**src/swah_pkg.sv**
```systemverilog
// Shared types, sizes and codes for the sliding-window ADC histogram.
// No dependencies; every other file of the block but swah_ram imports this package.
package swah_pkg;

  localparam int NUM_BINS   = 64;
  localparam int MAX_WINDOW = 16;

  localparam int BIN_W      = $clog2(NUM_BINS);
  localparam int SLOT_W     = (MAX_WINDOW > 1) ? $clog2(MAX_WINDOW) : 1;
  localparam int SLOT_DEPTH = MAX_WINDOW * NUM_BINS;
  localparam int SADDR_W    = $clog2(SLOT_DEPTH);

  localparam int SAMPLE_W   = 16;
  localparam int INV_W      = 17;
  localparam int WLEN_W     = 5;
  localparam int BIN_IDX_W  = 6;
  localparam int SLOT_CNT_W = 32;
  localparam int WIN_CNT_W  = 40;
  localparam int ALL_CNT_W  = 48;
  localparam int PROD_W     = SAMPLE_W + INV_W;

  // width for slot-advance compares against the active window length
  localparam int WCMP_W     = ((SLOT_W + 1) > WLEN_W) ? (SLOT_W + 1) : WLEN_W;

  localparam int CMDQ_DEPTH = 4;
  localparam int CMDQ_PTR_W = $clog2(CMDQ_DEPTH);
  localparam int CMDQ_CNT_W = $clog2(CMDQ_DEPTH + 1);

  localparam int CFG_IDX_W  = 2;
  localparam int CFG_DATA_W = 17;

  typedef enum logic [CFG_IDX_W-1:0] {
    CFG_ADC_FLOOR     = 2'd0,
    CFG_ADC_CEILING   = 2'd1,
    CFG_INV_BIN_WIDTH = 2'd2,
    CFG_WINDOW_LEN    = 2'd3
  } cfg_idx_e;

  localparam logic signed [SAMPLE_W-1:0] FLOOR_RST   = 16'sh8000;
  localparam logic signed [SAMPLE_W-1:0] CEILING_RST = 16'sh7FFF;
  localparam logic [INV_W-1:0]           INV_RST     = 17'h10000;
  localparam logic [WLEN_W-1:0]          WLEN_RST    = 5'd16;

  typedef struct packed {
    logic signed [SAMPLE_W-1:0] adc_floor;
    logic signed [SAMPLE_W-1:0] adc_ceiling;
    logic [INV_W-1:0]           inv_bin_width;
    logic [WLEN_W-1:0]          window_len;
  } cfg_t;

  typedef struct packed {
    logic                       kind;
    logic signed [SAMPLE_W-1:0] sample;
  } in_item_t;

  typedef struct packed {
    logic                  status;
    logic [BIN_IDX_W-1:0]  bin_index;
    logic [WIN_CNT_W-1:0]  window_count;
    logic [ALL_CNT_W-1:0]  all_count;
    logic [WIN_CNT_W-1:0]  window_total;
    logic [ALL_CNT_W-1:0]  all_total;
    logic                  run_end;
  } out_item_t;

  typedef enum logic [1:0] {
    CMD_COUNT = 2'd0,
    CMD_END   = 2'd1,
    CMD_ABORT = 2'd2
  } cmd_op_e;

  typedef struct packed {
    cmd_op_e          op;
    logic [BIN_W-1:0] bin;
  } cmd_t;

endpackage

```
**src/swah_front.sv**
```systemverilog
// Front end: accepts items, finds the bin and sorts each item into a command.
// Depends on swah_pkg.
module swah_front (
  input  logic               clk,
  input  logic               rst_n,
  input  swah_pkg::cfg_t     cfg_i,
  input  logic               accept_i,
  input  swah_pkg::in_item_t item_i,
  input  logic               q_full_i,
  output logic               stall_o,
  output logic               push_o,
  output swah_pkg::cmd_t     cmd_o
);
  import swah_pkg::*;

  logic                a_valid_r, a_valid_nxt;
  in_item_t            a_item_r;
  logic                b_valid_r, b_valid_nxt;
  logic                b_kind_r, b_below_r, b_above_r;
  logic [SAMPLE_W-1:0] b_diff_r;
  logic                c_valid_r, c_valid_nxt;
  logic                c_kind_r, c_below_r, c_above_r;
  logic [PROD_W-1:0]   c_prod_r;
  logic                abort_r, abort_nxt;
  logic                advance;
  logic [INV_W-1:0]    quot;
  logic [BIN_W-1:0]    bin;

  // whole pipe moves together; it holds only when the last stage cannot push
  assign advance = !(c_valid_r && q_full_i);
  assign stall_o = !advance;

  assign quot = c_prod_r[PROD_W-1:16];
  assign bin  = (quot > INV_W'(NUM_BINS - 1)) ? BIN_W'(NUM_BINS - 1) : quot[BIN_W-1:0];

  always_comb begin
    a_valid_nxt = a_valid_r;
    b_valid_nxt = b_valid_r;
    c_valid_nxt = c_valid_r;
    abort_nxt   = abort_r;
    push_o      = 1'b0;
    cmd_o.op    = CMD_COUNT;
    cmd_o.bin   = bin;
    if (advance) begin
      a_valid_nxt = accept_i;
      b_valid_nxt = a_valid_r;
      c_valid_nxt = b_valid_r;
      if (c_valid_r) begin
        if (c_kind_r) begin
          push_o    = 1'b1;
          cmd_o.op  = abort_r ? CMD_ABORT : CMD_END;
          abort_nxt = 1'b0;
        end else if (!abort_r && !c_below_r) begin
          // floor test wins over the ceiling test
          if (c_above_r) begin
            abort_nxt = 1'b1;
          end else begin
            push_o = 1'b1;
          end
        end
      end
    end
  end

  always_ff @(posedge clk) begin
    if (!rst_n) begin
      a_valid_r <= 1'b0;
      b_valid_r <= 1'b0;
      c_valid_r <= 1'b0;
      abort_r   <= 1'b0;
    end else begin
      a_valid_r <= a_valid_nxt;
      b_valid_r <= b_valid_nxt;
      c_valid_r <= c_valid_nxt;
      abort_r   <= abort_nxt;
    end
  end

  always_ff @(posedge clk) begin
    if (advance) begin
      a_item_r  <= item_i;
      b_kind_r  <= a_item_r.kind;
      b_below_r <= $signed(a_item_r.sample) < $signed(cfg_i.adc_floor);
      b_above_r <= $signed(a_item_r.sample) > $signed(cfg_i.adc_ceiling);
      b_diff_r  <= SAMPLE_W'(a_item_r.sample - cfg_i.adc_floor);
      c_kind_r  <= b_kind_r;
      c_below_r <= b_below_r;
      c_above_r <= b_above_r;
      c_prod_r  <= PROD_W'(b_diff_r) * PROD_W'(cfg_i.inv_bin_width);
    end
  end

endmodule

```
**config.mk**
```make
export PLATFORM = sky130hd
export DESIGN_NAME = swah_front
export DESIGN_NICKNAME = d
export VERILOG_FILES = /design/src/swah_pkg.sv /design/src/swah_front.sv
export SDC_FILE = /design/constraint.sdc
export NUM_CORES = 1
export LEC_CHECK = 0
export ABC_CLOCK_PERIOD_IN_PS = 18840
export BUFFER_PORTS_ARGS = -buffer_cell sky130_fd_sc_hd__buf_2
export CAP_MARGIN = 20
export CORE_MARGIN = 4
export CORE_UTILIZATION = 41
export CTS_CLUSTER_SIZE = 40
export DETAILED_ROUTE_END_ITERATION = 7
export PLACE_DENSITY = 0.64
export SLEW_MARGIN = 25
export SYNTH_ARGS = -nofsm -noshare
export SYNTH_HDL_FRONTEND = slang
export SYNTH_SLANG_ARGS = --single-unit
```
**constraint.sdc**
```tcl
create_clock -name clk -period 18.84 [get_ports clk]
set_clock_uncertainty 0.05 [all_clocks]
set_input_delay 1.884 -clock clk [delete_from_list [all_inputs] [get_ports clk]]
set_output_delay 1.884 -clock clk [all_outputs]
set_load 0.01 [all_outputs]
```
* Yosys cells after proc, flatten, opt, wreduce, memory -nomap -nowiden
Index checks and enable logic that the tools add are counted.
** Operators by class
- Add/sub/neg operators :: 1
- Multiply operators :: 1
- Order comparisons :: 3
- Mux-type cells :: 13
- Bitwise logic cells :: 1
- Reduce and logical (&&, ||, !) cells :: 7
** Operators with widths (number)
- $mul A16 B17 Y33 :: 1
- $gt A17 B6 Y1 const B :: 1
- $gt A16 B16 Y1 :: 1
- $lt A16 B16 Y1 :: 1
- $sub A16 B16 Y16 :: 1
- $mux W1 :: 8
- $mux W2 :: 4
- $mux W6 :: 1
- $reduce_and A4 Y1 :: 1
- $reduce_bool A2 Y1 :: 2
- $logic_and A1 B1 Y1 :: 2
- $logic_not A1 Y1 :: 2
- $not A1 Y1 :: 1
** Storage, ports and cells
- Bits in registers :: 76

* Depth between registers and ports, before layout
- Depth after elaboration :: 6
- Depth in mapped cells :: 24
- Depth with buffers taken out :: 23

* Worst setup path before layout
OpenSTA, ideal clock, no wires.
- Path kind :: input to register
- Start point :: input cfg_i[12] (netlist bit)
- End point :: register c_prod_r[29], data pin
- Library setup time :: 0.152 ns
- Arrival :: 7.281 ns
- Data required time :: 18.638 ns
- Path slack :: 11.357 ns
- Stages on the path :: 23
- Cells stage by stage :: clkbuf_1 > nand2_1 > fa_1 > inv_1 > fa_1 > inv_1 > fa_1 > inv_1 > fa_1 > fa_1 > inv_1 > fa_1 > inv_1 > ha_1 > o21a_1 > o211ai_1 > nand2_1 > a41o_1 > a31oi_4 > o21ai_2 > and3_4 > or3_1 > a22oi_2
** On the way
- Cells in the longest elaborated chain, start to end :: 1
** RTL lines
- start: declaration :: RTL line swah_front.sv:6 : input swah_pkg::cfg_t cfg_i,
- $mul A16 B17 Y33 :: RTL line swah_front.sv:89 : c_prod_r <= PROD_W'(b_diff_r) * PROD_W'(cfg_i.inv_bin_width);
- end signal: assignment :: RTL line swah_front.sv:89
- end: declaration :: RTL line swah_front.sv:23 : logic [PROD_W-1:0] c_prod_r;
Every way passes these cells.
A chain may end at the register's enable or synchronous reset.

* Worst setup path in the final report
- Start point :: input cfg_i[13] (netlist bit)
- End point :: register c_prod_r[29], data pin
Same word-level chain as after synthesis.

==> reports/metrics.yaml <==
n_antenna_cell: 0
yosys_most_used_dff: "edfxtp_1"
fill_cells: 2699
worstPathRequired_ps: 18970
min_path_type: "register to register"
ant_nets: 0
clk_pin_slew_worst_paths_ps: 60
nets: 1671
grt_pass1_wl_microns: 41600
rsz0062_at_grt: "false"
ys_seq_area_share_pct: 15.3
critPathKind: "input pin to register"
dieHeight_microns: 176
ys_async_sr_fraction_pct: 0
crit_chain: "buf_2 > nand2_1 > fa_1 > inv_1 > fa_1 > fa_1 > fa_1 > fa_1 > inv_1 > fa_1 > inv_1 > ha_1 > o21a_1 > o211ai_1 > nand2_1 > a41o_1 > a31oi_4 > o21ai_2 > and3_4 > or3_1 > a22oi_2"
cts_resized: 0
cts_max_level: 3
synth_largest_area_cell: "fa_1"
start_kind: "input pin"
r2r_cells: 19
rows: 61
max_cap_violations: 0
min_to: "c_below_r"
rr_startpoint: "b_diff_r[4]"
syn-cell-area_sq_um: 11500
drive_above_1_share_pct: 9.05
reg2reg_to: "c_prod_r[32]"
antenna_found_initial: 0
grt_start_max_net_pins: 60
grt_usage_pct: 16.6
post_drt_wl_per_cell_microns: 14.8
finalSetupViolations: 0
syn-num-nets: 1614
crit_slowest_cell: "fa_1"
routed_wl_microns: 24300
synth_seq_cells: 60
outcome: "completed"
yosysMostFrequentCell: "inv_1"
cts_tree: "yes"
yosys_warnings: 0
holdPathStages: 0
numCtsBuffers: 9
hold_buffers: 0
yosysTopAreaCellShare_pct: 36.2
finalNonFillerCells: 1637
worst-path-max-fanout: 16
syn_inst: 1197
portBuffers: 79
synth.avg_cell_area_sq_um: 9.62
worstHoldStart: "b_below_r"
grt_overflow: 0
finalMaxSlewViolations: 0
setup_tns_ps: 0
synth_cell_types: 46
vias: 8077
root_buffer: "clkbuf_16"
fmax_ghz: 0.132
worst_pin_slew_ps: 790
synthToLayoutAreaGrowth_pct: 8.92
multi_input_comb_area_sq_um: 8600
start_util_pct: 41.6
endpoint_kind: "register"
worstPathArrival_ps: 7680
synth_edf_count: 56
slowest_delay_ps: 600
cp_top_family: "adder cells"
path_common_cell: "fa_1"
cts_setup_buffers: 0
drt_first_pass_iters: 5
via_per_inst: 4.93
hold_viol_final: 0
gp_congestion: 0.813
synth_area_leaders: "fa_1 36%, edfxtp_1 15%, ha_1 15%, inv_1 8.9%, and2_1 7.2%"
critPathBufInv: 4
coreArea_sq_um: 27700
seqCellArea_sq_um: 1760
rrSetupSlack_ps: 12330
dp_hpwl_microns: 19300
ios: 85
ys_top_cells_by_count: "273 x inv_1, 208 x fa_1, 154 x nand2_1, 134 x ha_1, 132 x and2_1"
min_period_ps: 7550
maxSlewHeadroom_pct: 47.3
dieArea_sq_um: 30800
cts.sinks: 60
finalCritPeriodShare_pct: 40.1
drt_iter0_drc: 431
grt_pass1_vias: 8516
drc: 0
insertion_delay_ps: 340
clock_path_buffers: 2
dp_cells: 1621
die_w_microns: 176
[cell families after synthesis]
family | Yosys count | share of synthesized area (%)
flops | 60 | 15.3
compound gates | 92 | 5.77
buf+inv | 307 | 10.0
fa+ha+maj | 342 | 50.7
xor+xnor | 30 | 2.28
simple gates | 366 | 15.9
[placed cells by master (no fill, tap or decap), types with 3 or more instances in the layout]
cell / synthesis / routed
inv_1: 273 / 273
fa_1: 208 / 208
nand2_1: 154 / 153
ha_1: 134 / 134
and2_1: 132 / 132
buf_2: 0 / 79
edfxtp_1: 56 / 56
a21oi_1: 23 / 23
nor2_1: 23 / 23
xnor2_1: 17 / 17
a21o_1: 17 / 17
xor2_1: 13 / 13
nor3_1: 11 / 11
nand4_1: 11 / 11
o21a_1: 9 / 9
clkbuf_16: 0 / 9
nand3_1: 8 / 8
o21ai_0: 8 / 8
or2_2: 7 / 7
o211ai_1: 4 / 4
a211oi_1: 4 / 4
a31oi_1: 4 / 4
nor4_1: 4 / 4
nor2b_1: 4 / 4
dfxtp_1: 4 / 4
or3_1: 3 / 3
o21ai_1: 3 / 3
and3_1: 3 / 3
nand2b_1: 3 / 3
a21boi_0: 3 / 3
[flip-flops by register name, summed over array words and instances, names as in the netlist]
register,cells
b_valid_r,1
b_diff_r,16
a_item_r,17
a_valid_r,1
c_valid_r,1
b_above_r,1
b_kind_r,1
abort_r,1
c_above_r,1
b_below_r,1
c_prod_r,17
c_below_r,1
c_kind_r,1
[worst max-delay path by stage]
stage / from / to / slack [ps] / cells after the start
detailed placement: cfg_i[14] / c_prod_r[32] / 10930 / 19
floorplan: cfg_i[12] / c_prod_r[29] / 11360 / 23
global placement: cfg_i[15] / c_prod_r[32] / 10970 / 19
finish: cfg_i[13] / c_prod_r[29] / 11290 / 21
global route: cfg_i[15] / c_prod_r[32] / 10960 / 19
CTS: cfg_i[14] / c_prod_r[32] / 11260 / 19
[layer usage]
metal / share of wire [%] / vias up / GRT usage [%]
met5: 0 / - / 0
met4: 1.3 / 0 / 3.90
met3: 2.9 / 25 / 1.64
met2: 52 / 135 / 29.5
met1: 44 / 4123 / 21.9
li1: - / 3794 / -
[worst register-to-register path, cell delays in order, from the launching register on]
cell and delay (ps):
edfxtp_1 680, and2_1 320, fa_1 540, inv_1 50, fa_1 460, fa_1 520
fa_1 550, inv_1 50, fa_1 500, fa_1 440, ha_1 330, nand2_1 100
nor3_1 60, a221oi_2 500, nor2_1 100, o21a_1 250, a31oi_1 280, nand3_1 170
a21oi_1 220, xnor2_1 80
[final cells by class]
| cell class | count | share of cell area, % |
|---|---|---|
| multi-input cells | 830 | 68.6 |
| flip-flops and latches | 60 | 14.0 |
| inverters | 273 | 8.17 |
| well taps | 378 | 3.77 |
| repair buffers | 80 | 3.21 |
| clock buffers | 9 | 1.80 |
| clock inverters | 7 | 0.409 |
[through the flow]
stage | area [sq um] | util (%) | setup WS (ps) | hold slack, ps
2_1_floorplan | 11500 | - | 11360 | 350
3_5_place_dp | 12300 | 44.3 | 10930 | 356
6_report | 12500 | 45.3 | 11290 | 368
4_1_cts | 12500 | 45.3 | 11260 | 370
5_1_grt | 12500 | 45.3 | 10960 | 386
3_3_place_gp | 12300 | 44.3 | 10970 | 351
Power is not shown: default switching activity piles up to over one toggle a cycle in this logic, so the estimate is an artifact.
