`src/swah_pkg.sv`:
```
// Shared types, sizes and codes for the sliding-window ADC histogram.
// No dependencies; every other file of the block but swah_ram imports this package.
package swah_pkg;

  localparam int NUM_BINS   = 64;
  localparam int MAX_WINDOW = 16;

  localparam int BIN_W      = $clog2(NUM_BINS);
  localparam int SLOT_W     = (MAX_WINDOW > 1) ? $clog2(MAX_WINDOW) : 1;
  localparam int SLOT_DEPTH = MAX_WINDOW * NUM_BINS;
  localparam int SADDR_W    = $clog2(SLOT_DEPTH);

  localparam int SAMPLE_W   = 16;
  localparam int INV_W      = 17;
  localparam int WLEN_W     = 5;
  localparam int BIN_IDX_W  = 6;
  localparam int SLOT_CNT_W = 32;
  localparam int WIN_CNT_W  = 40;
  localparam int ALL_CNT_W  = 48;
  localparam int PROD_W     = SAMPLE_W + INV_W;

  // width for slot-advance compares against the active window length
  localparam int WCMP_W     = ((SLOT_W + 1) > WLEN_W) ? (SLOT_W + 1) : WLEN_W;

  localparam int CMDQ_DEPTH = 4;
  localparam int CMDQ_PTR_W = $clog2(CMDQ_DEPTH);
  localparam int CMDQ_CNT_W = $clog2(CMDQ_DEPTH + 1);

  localparam int CFG_IDX_W  = 2;
  localparam int CFG_DATA_W = 17;

  typedef enum logic [CFG_IDX_W-1:0] {
    CFG_ADC_FLOOR     = 2'd0,
    CFG_ADC_CEILING   = 2'd1,
    CFG_INV_BIN_WIDTH = 2'd2,
    CFG_WINDOW_LEN    = 2'd3
  } cfg_idx_e;

  localparam logic signed [SAMPLE_W-1:0] FLOOR_RST   = 16'sh8000;
  localparam logic signed [SAMPLE_W-1:0] CEILING_RST = 16'sh7FFF;
  localparam logic [INV_W-1:0]           INV_RST     = 17'h10000;
  localparam logic [WLEN_W-1:0]          WLEN_RST    = 5'd16;

  typedef struct packed {
    logic signed [SAMPLE_W-1:0] adc_floor;
    logic signed [SAMPLE_W-1:0] adc_ceiling;
    logic [INV_W-1:0]           inv_bin_width;
    logic [WLEN_W-1:0]          window_len;
  } cfg_t;

  typedef struct packed {
    logic                       kind;
    logic signed [SAMPLE_W-1:0] sample;
  } in_item_t;

  typedef struct packed {
    logic                  status;
    logic [BIN_IDX_W-1:0]  bin_index;
    logic [WIN_CNT_W-1:0]  window_count;
    logic [ALL_CNT_W-1:0]  all_count;
    logic [WIN_CNT_W-1:0]  window_total;
    logic [ALL_CNT_W-1:0]  all_total;
    logic                  run_end;
  } out_item_t;

  typedef enum logic [1:0] {
    CMD_COUNT = 2'd0,
    CMD_END   = 2'd1,
    CMD_ABORT = 2'd2
  } cmd_op_e;

  typedef struct packed {
    cmd_op_e          op;
    logic [BIN_W-1:0] bin;
  } cmd_t;

endpackage

```
`src/swah_cmd_fifo.sv`:
```
// Short command queue between the front end and the back end.
// Depends on swah_pkg.
module swah_cmd_fifo (
  input  logic           clk,
  input  logic           rst_n,
  input  logic           push_i,
  input  swah_pkg::cmd_t cmd_i,
  input  logic           pop_i,
  output logic           full_o,
  output logic           empty_o,
  output swah_pkg::cmd_t head_o
);
  import swah_pkg::*;

  cmd_t                  fifo_r [CMDQ_DEPTH];
  logic [CMDQ_PTR_W-1:0] wr_ptr_r, wr_ptr_nxt;
  logic [CMDQ_PTR_W-1:0] rd_ptr_r, rd_ptr_nxt;
  logic [CMDQ_CNT_W-1:0] cnt_r, cnt_nxt;
  logic                  do_push, do_pop;

  assign full_o  = (cnt_r == CMDQ_CNT_W'(CMDQ_DEPTH));
  assign empty_o = (cnt_r == '0);
  assign head_o  = fifo_r[rd_ptr_r];
  assign do_push = push_i && !full_o;
  assign do_pop  = pop_i && !empty_o;

  always_comb begin
    wr_ptr_nxt = wr_ptr_r;
    rd_ptr_nxt = rd_ptr_r;
    cnt_nxt    = cnt_r;
    if (do_push) begin
      wr_ptr_nxt = (wr_ptr_r == CMDQ_PTR_W'(CMDQ_DEPTH - 1)) ? '0 : wr_ptr_r + 1'b1;
    end
    if (do_pop) begin
      rd_ptr_nxt = (rd_ptr_r == CMDQ_PTR_W'(CMDQ_DEPTH - 1)) ? '0 : rd_ptr_r + 1'b1;
    end
    case ({do_push, do_pop})
      2'b10:   cnt_nxt = cnt_r + 1'b1;
      2'b01:   cnt_nxt = cnt_r - 1'b1;
      default: cnt_nxt = cnt_r;
    endcase
  end

  always_ff @(posedge clk) begin
    if (!rst_n) begin
      wr_ptr_r <= '0;
      rd_ptr_r <= '0;
      cnt_r    <= '0;
    end else begin
      wr_ptr_r <= wr_ptr_nxt;
      rd_ptr_r <= rd_ptr_nxt;
      cnt_r    <= cnt_nxt;
    end
  end

  always_ff @(posedge clk) begin
    if (do_push) begin
      fifo_r[wr_ptr_r] <= cmd_i;
    end
  end

endmodule

```
`config.mk`:
```
export PLATFORM = sky130hd
export DESIGN_NAME = swah_cmd_fifo
export DESIGN_NICKNAME = d
export VERILOG_FILES = /design/src/swah_pkg.sv /design/src/swah_cmd_fifo.sv
export SDC_FILE = /design/constraint.sdc
export NUM_CORES = 1
export LEC_CHECK = 0
export BUFFER_PORTS_ARGS = -buffer_cell sky130_fd_sc_hd__buf_2
export CAP_MARGIN = 30
export CORE_MARGIN = 1.5
export CORE_UTILIZATION = 45
export DETAILED_ROUTE_END_ITERATION = 10
export GPL_TIMING_DRIVEN = 0
export PLACE_DENSITY_LB_ADDON = 0.2
export SYNTH_ARGS = -nofsm -noshare
export SYNTH_HDL_FRONTEND = slang
export SYNTH_SLANG_ARGS = --single-unit
export TNS_END_PERCENT = 10
```
`constraint.sdc`:
```
create_clock -name clk -period 2.75 [get_ports clk]
set_clock_uncertainty 0.15 [all_clocks]
set_input_delay 0.275 -clock clk [delete_from_list [all_inputs] [get_ports clk]]
set_output_delay 0.275 -clock clk [all_outputs]
set_load 0.01 [all_outputs]
```
==> Word level (Yosys, flattened, before mapping) <==
Memory sizes are Yosys's and may differ from the RTL's. A register that Yosys moved wholly into a read port is not among the register bits.
Cells that the tools add are included.
{ "word_totals": {"reg_bits": 7, "latchBits": 0, "out_inout_bits": 10, "mem_count": 1, "in_bits": 12, "word_cells": 26, "mem_bits_rw": 32, "rom_bits": 0} }
{ "memory_table": {"columns": ["name", "depth", "width", "read_ports", "rd_ports_with_merged_regs", "wr", "line_no", "text"], "rows": [
  ["fifo_r", 4, 8, 1, 1, 1, "swah_cmd_fifo.sv:15", "cmd_t fifo_r [CMDQ_DEPTH];"]
]} }
{ "op_classes": {"bitwise_logic": 0, "eq_ne": 5, "magnitude_cmp": 0, "addsub": 4, "n_mux": 7, "div_mod_pow": 0, "multipliers": 0, "n_reduce_logical": 6, "shifts": 0} }
{ "op_table": {"columns": ["cell", "n"], "rows": [
  ["2-to-1 mux 2 bit", 4],
  ["equality test 2 bit, second input constant", 3],
  ["case mux 3 bit (2 select lines)", 1],
  ["adder 2 x 1 -> 2 bit, second input constant", 2],
  ["adder 3 x 1 -> 3 bit, second input constant", 1],
  ["equality test 3 bit, second input constant", 1],
  ["zero test 3 bit", 1],
  ["subtractor 3 x 1 -> 3 bit, second input constant", 1],
  ["equality test 2 x 1 -> 1 bit, second input constant", 1],
  ["logical AND 1 bit", 2],
  ["zero test 1 bit", 2],
  ["2-to-1 mux 1 bit", 2],
  ["nonzero test 2 bit", 1]
]} }

==> Depth between registers and ports, before layout <==
Gate-level depths: netlist (run 1).
{ "logic_depth": {"ltp_word": 5, "mapped_depth": 10, "mapped_depth_nobuf": 9} }

==> Least setup slack after synthesis (run 1) <==
Ideal clock, no wire load.
{ "synth_timing": {"path_type": "reg-to-reg", "start": "reg cnt_r[2]", "end": "reg cnt_r[2]", "arrival_ns": 2.036, "path_stages_with_launch": 11, "path_slack_ns": 0.488, "n_path_buf": 1, "synth_period_minus_slack_ns": 2.262, "cell_sequence": "dfxtp_1 -> nor3b_2 -> nor2b_1 -> buf_2 -> inv_1 -> ha_1 -> inv_1 -> fa_1 -> xor2_1 -> or3_1 -> a21boi_0"} }
{ "synth_between": {"elab_chain_cells": 5} }
{ "synth_lines": {"columns": ["item", "line_no", "text"], "rows": [
  ["start: declaration", "swah_cmd_fifo.sv:18", "logic [CMDQ_CNT_W-1:0] cnt_r, cnt_nxt;"],
  ["start signal: assignment", "swah_cmd_fifo.sv:52", "cnt_r <= cnt_nxt;"],
  ["equality test 3 bit (*)", "swah_cmd_fifo.sv:21", "assign full_o = (cnt_r == CMDQ_CNT_W'(CMDQ_DEPTH));"],
  ["named net full_o", "swah_cmd_fifo.sv:9", "output logic full_o,"],
  ["zero test 1 bit (*)", "swah_cmd_fifo.sv:24", "assign do_push = push_i && !full_o;"],
  ["logical AND 1 bit (*)", "swah_cmd_fifo.sv:24", null],
  ["equality test 2 x 1 -> 1 bit or equality test 2 bit (tied branches)", "swah_cmd_fifo.sv:37", "case ({do_push, do_pop})"],
  ["case mux 3 bit (2 select lines) or nonzero test 2 bit (tied branches)", null, null]
]} }
The timed path passes the listed nets; every way through them passes the cells marked *.
A chain may end at the register's enable or synchronous reset.

==> Final worst setup path (run 1) <==
{ "layout_timing": {"start": "reg cnt_r[2]", "end": "reg cnt_r[2]"} }
{ "layout_between": {"elab_chain_cells": 5} }
{ "layout_lines": {"columns": ["item", "line_no"], "rows": [
  ["equality test 3 bit or zero test 3 bit (tied branches)", "swah_cmd_fifo.sv:21, swah_cmd_fifo.sv:22"],
  ["zero test 1 bit, on equally long branches", "swah_cmd_fifo.sv:24, swah_cmd_fifo.sv:25"],
  ["logical AND 1 bit, on equally long branches", "swah_cmd_fifo.sv:24, swah_cmd_fifo.sv:25"],
  ["equality test 2 x 1 -> 1 bit or equality test 2 bit (tied branches)", "swah_cmd_fifo.sv:37"],
  ["case mux 3 bit (2 select lines) or nonzero test 2 bit (tied branches)", null]
]} }
Several ways; a longest one is shown, not always the timed one.

==> qor.yml, run 1 <==
status: "completed"
syn_area_sq_um: 1640
p_per_area_nw_per_um2: 779
cts.repair.resized: 0
crit_fanout: 7
synth_area_leader_cell: "edfxtp_1"
total_power_mw: 1.51
cts_buffers: 5
critPathLaunch: "cnt_r[2]"
hold_violations: 0
hold_path.class: "input port to register"
clk_path_buf_depth: 2
cp.required_ns: 2.88
io_buffers: 21
p_leak_nw: 0.716
tightest_slew_ns: 0.552
clockRootBuffer: "clkbuf_4"
rows: 21
rr_startpoint: "cnt_r[2]"
antenna_found_initial: 0
crit_type: "register to register"
cap_violations: 0
clkSinkCount: 41
coreArea_sq_um: 3420
die_y_microns: 63.4
antenna_cells: 0
vias: 885
grt_usage_pct: 14.8
fp.dieW_microns: 63.4
clk_pin_slew_ns: 0.11
worstSetupEndpointType: "register"
min_from: "rst_n"
start_util_pct: 48.1
synthTopCellsByArea: "edfxtp_1 58%, dfxtp_1 11%, mux4_2 11%"
vdd_drop_max_mv: 0.341
synth_cell_types: 22
place_congestion: 0.702
rsz0062_at_grt: "no"
ys.flop_type: "edfxtp_1"
tns_ns: 0
ant_nets: 0
drcViolationCount: 0
fin_crit_ns: 2.35
drt_iter0_markers: 34
worstSetupStartpointType: "register"
maxSlewHeadroom_pct: 62.9
ys_seq_area_share_pct: 69.4
drt_pass1_iterations: 5
grt_max_degree: 13
die-area_sq_um: 4030
async_flop_share_pct: 0
synth_top_area_share_pct: 58.4
period_share_pct: 85.4
cts_setup_buffers: 0
fmax_mhz: 426
grt_pass1_vias: 970
vias_per_cell: 4.89
overflow: 0
ys_ff_latch: 41
finalNetCount: 153
synthesis.nets: 117
hpwlAfterDp_mm: 1.63
clk_latency_ns: 0.34
syn2layout_area_growth_pct: 17.9
layout-drive-gt1-share_pct: 28.9
arrival_ns: 2.48
io_pins: 22
cts_tree: "done"
syn_area_per_cell_sq_um: 16.8
drv_slew: 0
synth-edff-count: 32
grt_pass1_wl_mm: 4.31
ctsHtreeMaxLevel: 2
setup_viol: 0
wl_per_cell_microns: 13.9
wl_mm: 2.52
ys_warn_count: 0
synth_cells: 98
[layout by cell type (no fill, tap or decap), types with 3 or more instances in the layout]
| cell | instances |
|---|---|
| mux4_2 | 8 |
| o21ai_0 | 4 |
| clkbuf_4 | 5 |
| ha_1 | 6 |
| edfxtp_1 | 32 |
| and2_1 | 6 |
| buf_2 | 23 |
| clkbuf_1 | 3 |
| inv_1 | 7 |
| nand2_1 | 7 |
| dlygate4sd3_1 | 8 |
| dfxtp_1 | 9 |
[final timing paths]
kind                               endpoint  cells after the start  slack (ns)
worst min register to register  wr_ptr_r[1]                      2        0.36
worst max register to register     cnt_r[2]                     10        0.40
worst min-delay path            rd_ptr_r[1]                      3        0.09
worst max-delay path               cnt_r[2]                     10        0.40
[where the power goes]
group	total [mW]	switching, mW	internal (mW)
clock network	0.284	0.186	0.0975
registers	0.798	0.0419	0.756
logic	0.427	0.216	0.212
[logic make-up (layout without fill, tap and decap cells)]
family | Yosys count | count (layout) | synth area share [%]
and+or+nand+nor | 21 | 21 | 6.77
xor gates and xnor gates | 2 | 2 | 1.07
AOI/OAI and AO/OA | 6 | 6 | 2.13
adders and majority gates | 7 | 7 | 5.78
muxes | 10 | 10 | 12.2
DFF | 41 | 41 | 69.4
buffers and inverters | 11 | 48 | 2.66
[worst max-delay path, cell delays in order (launching register included)]
cell and delay, ns:
dfxtp_1 0.40, nor3b_2 0.21, nor2b_1 0.06, buf_2 0.16
inv_1 0.06, ha_1 0.18, inv_1 0.06, fa_1 0.37
xor2_1 0.16, or3_1 0.30, a21boi_0 0.16
[layer usage]
| metal | global-route usage, % | up-vias | part of all wire (%) |
|---|---|---|---|
| li1 | - | 431 | - |
| met1 | 17.5 | 431 | 43 |
| met2 | 24.7 | 18 | 51 |
| met3 | 4.82 | 5 | 4.6 |
| met4 | 6.52 | 0 | 1.9 |
| met5 | 0 | - | 0 |
[what timing repair did]
item                                   4_1_cts  5_1_grt
hold buffers                                 8        0
endpoints found under the hold margin       32        0
setup endpoints to repair                    0        0
[area by class of cell]
class | count | area (sq um)
buffer | 4 | 17.5
clock buffer | 6 | 41.3
clock inverter | 2 | 10.0
fill | 291 | 1480
inverter | 7 | 26.3
multi-input combinational | 46 | 459
sequential | 41 | 1140
tap | 46 | 57.6
timing repair buffer | 29 | 185
[cell usage after synthesis, drive strengths merged, types with 2 or more instances]
| master | n |
|---|---|
| nand2 | 7 |
| inv | 7 |
| clkbuf | 2 |
| buf | 2 |
| mux4 | 8 |
| ha | 6 |
| edfxtp | 32 |
| nand3 | 2 |
| o21ai | 4 |
| and2 | 6 |
| dfxtp | 9 |
| mux2i | 2 |
| nor2 | 2 |
[state kept, by name, summed over array words and instances, names as in the netlist, named ones only]
| name | count |
|---|---|
| fifo_r | 32 |
| cnt_r | 3 |
| wr_ptr_r | 2 |
| rd_ptr_r | 2 |
[metrics by stage]
stage	cell area, sq um	hold WS (ns)	util [%]	cells	worst slack, ns
2_1_floorplan	1640	0.224	-	98	0.488
6_report	1940	0.0879	56.7	181	0.402
5_1_grt	1940	0.0988	56.7	181	0.210
3_3_place_gp	1810	0.332	52.9	165	0.504
4_1_cts	1940	0.0890	56.7	181	0.398
3_5_place_dp	1810	0.346	52.9	165	0.437
No activity file was read; power rests on OpenSTA's default activity.
==> run 2, diff against run 1 <==
- RECOVER_POWER: default -> 50
==> run 2 against run 1 <==
  * Highest routed layer unchanged
  * Sequential power about the same
  * Sequential share of layout area increased by 0.42 points
  * Global-route usage unchanged
  * Critical path type unchanged
==> qor.yml, run 2 (synthesized netlist as in run 1, its figures left out) <==
p_per_area_nw_per_um2: 781  # was 779 nW/um^2
grt_max_degree: 13  # unchanged
crit_type: "register to register"  # unchanged
n_fill_cell: 298  # was 291
r2r_slack_ns: 0.35  # was 0.40 ns
p_int_mw: 1.06  # was 1.07 mW
tightest_slew_ns: 0.629  # was 0.552 ns
crit_family: "simple AND/OR/NAND/NOR gates"  # unchanged
vias_per_cell: 4.82  # was 4.89
net-switching-power_uw: 443  # was 444 uW
antenna_found_initial: 0  # unchanged
antenna_cells: 0  # unchanged
setup_viol: 0  # unchanged
final_common_cell: "edfxtp_1"  # unchanged
hpwlAfterDp_mm: 1.63  # unchanged
die-area_sq_um: 4030  # unchanged
rr_startpoint: "cnt_r[2]"  # unchanged
cts_buffers: 5  # unchanged
worstSetupStartpointType: "register"  # unchanged
cap_violations: 0  # unchanged
clockRootBuffer: "clkbuf_4"  # unchanged
drcViolationCount: 0  # unchanged
crit_path_cell_trace: "nor3b_2 > nor2b_1 > clkbuf_1 > inv_1 > ha_1 > inv_1 > fa_1 > xor2_1 > or3_1 > a21boi_0"  # was nor3b_2 > nor2b_1 > buf_2 > inv_1 > ha_1 > inv_1 > fa_1 > xor2_1 > or3_1 > a21boi_0
wl_per_cell_microns: 13.8  # was 13.9 microns
fmax_mhz: 416  # was 426 MHz
clk_path_buf_depth: 2  # unchanged
worstSetupEndpointType: "register"  # unchanged
grt_use_met1_pct: 17.5  # unchanged
overflow: 0  # unchanged
drv_slew: 0  # unchanged
cts.repair.resized: 0  # unchanged
hold_violations: 0  # unchanged
start_util_pct: 48.1  # unchanged
io_pins: 22  # unchanged
cpMaxStageDelayCell: "dfxtp_1"  # unchanged
seq_power_share_pct: 53.1  # was 52.9%
maxSlewHeadroom_pct: 58.1  # was 62.9%
period_share_pct: 87.4  # was 85.4%
crit_top_cell: "inv_1"  # unchanged
finalNetCount: 153  # unchanged
holdPathEnd: "rd_ptr_r[1]"  # unchanged
vdd_drop_max_mv: 0.355  # was 0.341 mV
layout_common_cells: "32 x edfxtp_1, 14 x clkbuf_1, 12 x buf_2"  # was 32 x edfxtp_1, 23 x buf_2, 9 x dfxtp_1
critPathBufInv: 3  # unchanged
fin_util_pct: 56.3  # was 56.7%
cp.required_ns: 2.88  # about the same
clk_latency_ns: 0.34  # about the same
drt_iter0_markers: 34  # unchanged
busiest_layer: "met2"  # unchanged
rsz0062_at_grt: "no"  # unchanged
cts_tree: "done"  # unchanged
arrival_ns: 2.53  # was 2.48 ns
die_y_microns: 63.4  # unchanged
grt_pass1_vias: 970  # unchanged
grt_usage_pct: 14.8  # unchanged
grt_use_met2_pct: 24.7  # unchanged
r2r_end: "cnt_r[2]"  # unchanged
rows: 21  # unchanged
coreArea_sq_um: 3420  # unchanged
regMostFlops: "fifo_r"  # unchanged
grt_util_met3_pct: 4.82  # unchanged
holdWs_ns: 0.0880  # was 0.0879 ns
wl_mm: 2.50  # was 2.52 mm
final_cells: 181  # unchanged
vias: 873  # was 885
ant_nets: 0  # unchanged
crit_path_max_incr_delay_ns: 0.40  # about the same
clkPwrFrac_pct: 18.8  # about the same
top_regs: "fifo_r x32, cnt_r x3"  # unchanged
hold_depth: 3  # unchanged
p_sw_share_pct: 29.5  # was 29.4%
clkSinkCount: 41  # unchanged
io_buffers: 21  # unchanged
drt_pass1_iterations: 4  # was 5
hold_path.class: "input port to register"  # unchanged
p_comb_share_pct: 28.1  # was 28.3%
min_from: "rst_n"  # unchanged
layout-drive-gt1-share_pct: 20.7  # was 28.9%
tns_ns: 0  # unchanged
fp.dieW_microns: 63.4  # unchanged
p_leak_nw: 0.684  # was 0.716 nW
fin_crit_ns: 2.40  # was 2.35 ns
place_congestion: 0.702  # unchanged
dp.cells: 165  # unchanged
clk_pin_slew_ns: 0.12  # was 0.11 ns
syn2layout_area_growth_pct: 17.0  # was 17.9%
crit_fanout: 7  # unchanged
grt_pass1_wl_mm: 4.31  # unchanged
ctsHtreeMaxLevel: 2  # unchanged
largest_reg_flops: 32  # unchanged
status: "completed"  # unchanged
r2r_cells: 10  # unchanged
run 2: changes by cell type in the layout (fill, tap and decap cells not counted):
| cell | delta |
|---|---|
| buf_2 | -11 |
| clkbuf_1 | +11 |
| and2_0 | +1 |
| and2_1 | -1 |
run 2: worst max-delay path by stage:
stage	from	slack, ns	to	cells past startpoint
3_5_place_dp	cnt_r[2]	0.44	cnt_r[2]	10
5_1_grt	cnt_r[2]	0.13	cnt_r[2]	10
2_1_floorplan	cnt_r[2]	0.49	cnt_r[2]	10
6_report	cnt_r[2]	0.35	cnt_r[2]	10
4_1_cts	cnt_r[2]	0.40	cnt_r[2]	10
3_3_place_gp	cnt_r[2]	0.50	cnt_r[2]	10
run 2: layout make-up:
cell class                      instances  area [sq um]  area share (%)
Tap cell                               46          57.6            2.99
Clock buffer                            6          41.3            2.15
Clock inverter                          2          10.0           0.520
Sequential cell                        41          1140            59.3
Multi-Input combinational cell         46           459            23.9
Buffer                                  4          16.3           0.845
Timing Repair Buffer                   29           173            8.97
Inverter                                7          26.3            1.37
run 2: per-stage QoR:
stage / cell area, sq um / worst slack (ns) / power [mW]
after floorplan: 1640 / 0.488 / 1.11
after global placement: 1810 / 0.504 / 1.22
after detailed placement: 1810 / 0.437 / 1.24
after CTS: 1940 / 0.398 / 1.53
after global routing: 1920 / 0.134 / 1.61
final: 1920 / 0.346 / 1.50
run 2: power groups by stage:
stage               Combinational, mW  Sequential, mW  Clock (mW)
floorplan                       0.304           0.802           0
global placement                0.415           0.808           0
detailed placement              0.428           0.812           0
CTS                             0.438           0.798       0.291
global route                    0.483           0.808       0.318
finish                          0.423           0.798       0.282
run 2: metal layers:
layer  wire length, microns  vias up
met3                    113        5
met1                   1070      421
met5                      0        -
met2                   1280       16
met4                     47        0
li1                       -      431
run 2: timing repair:
| item | in CTS | in global routing |
|---|---|---|
| buffers inserted | 0 | 0 |
| endpoints found under the hold margin | 32 | 0 |
| hold buffers | 8 | 0 |
run 2: tightest hold or removal path, cell delays in order:
cell	delay [ns]
buf_2	0.10
nand2_1	0.04
o21ai_0	0.10
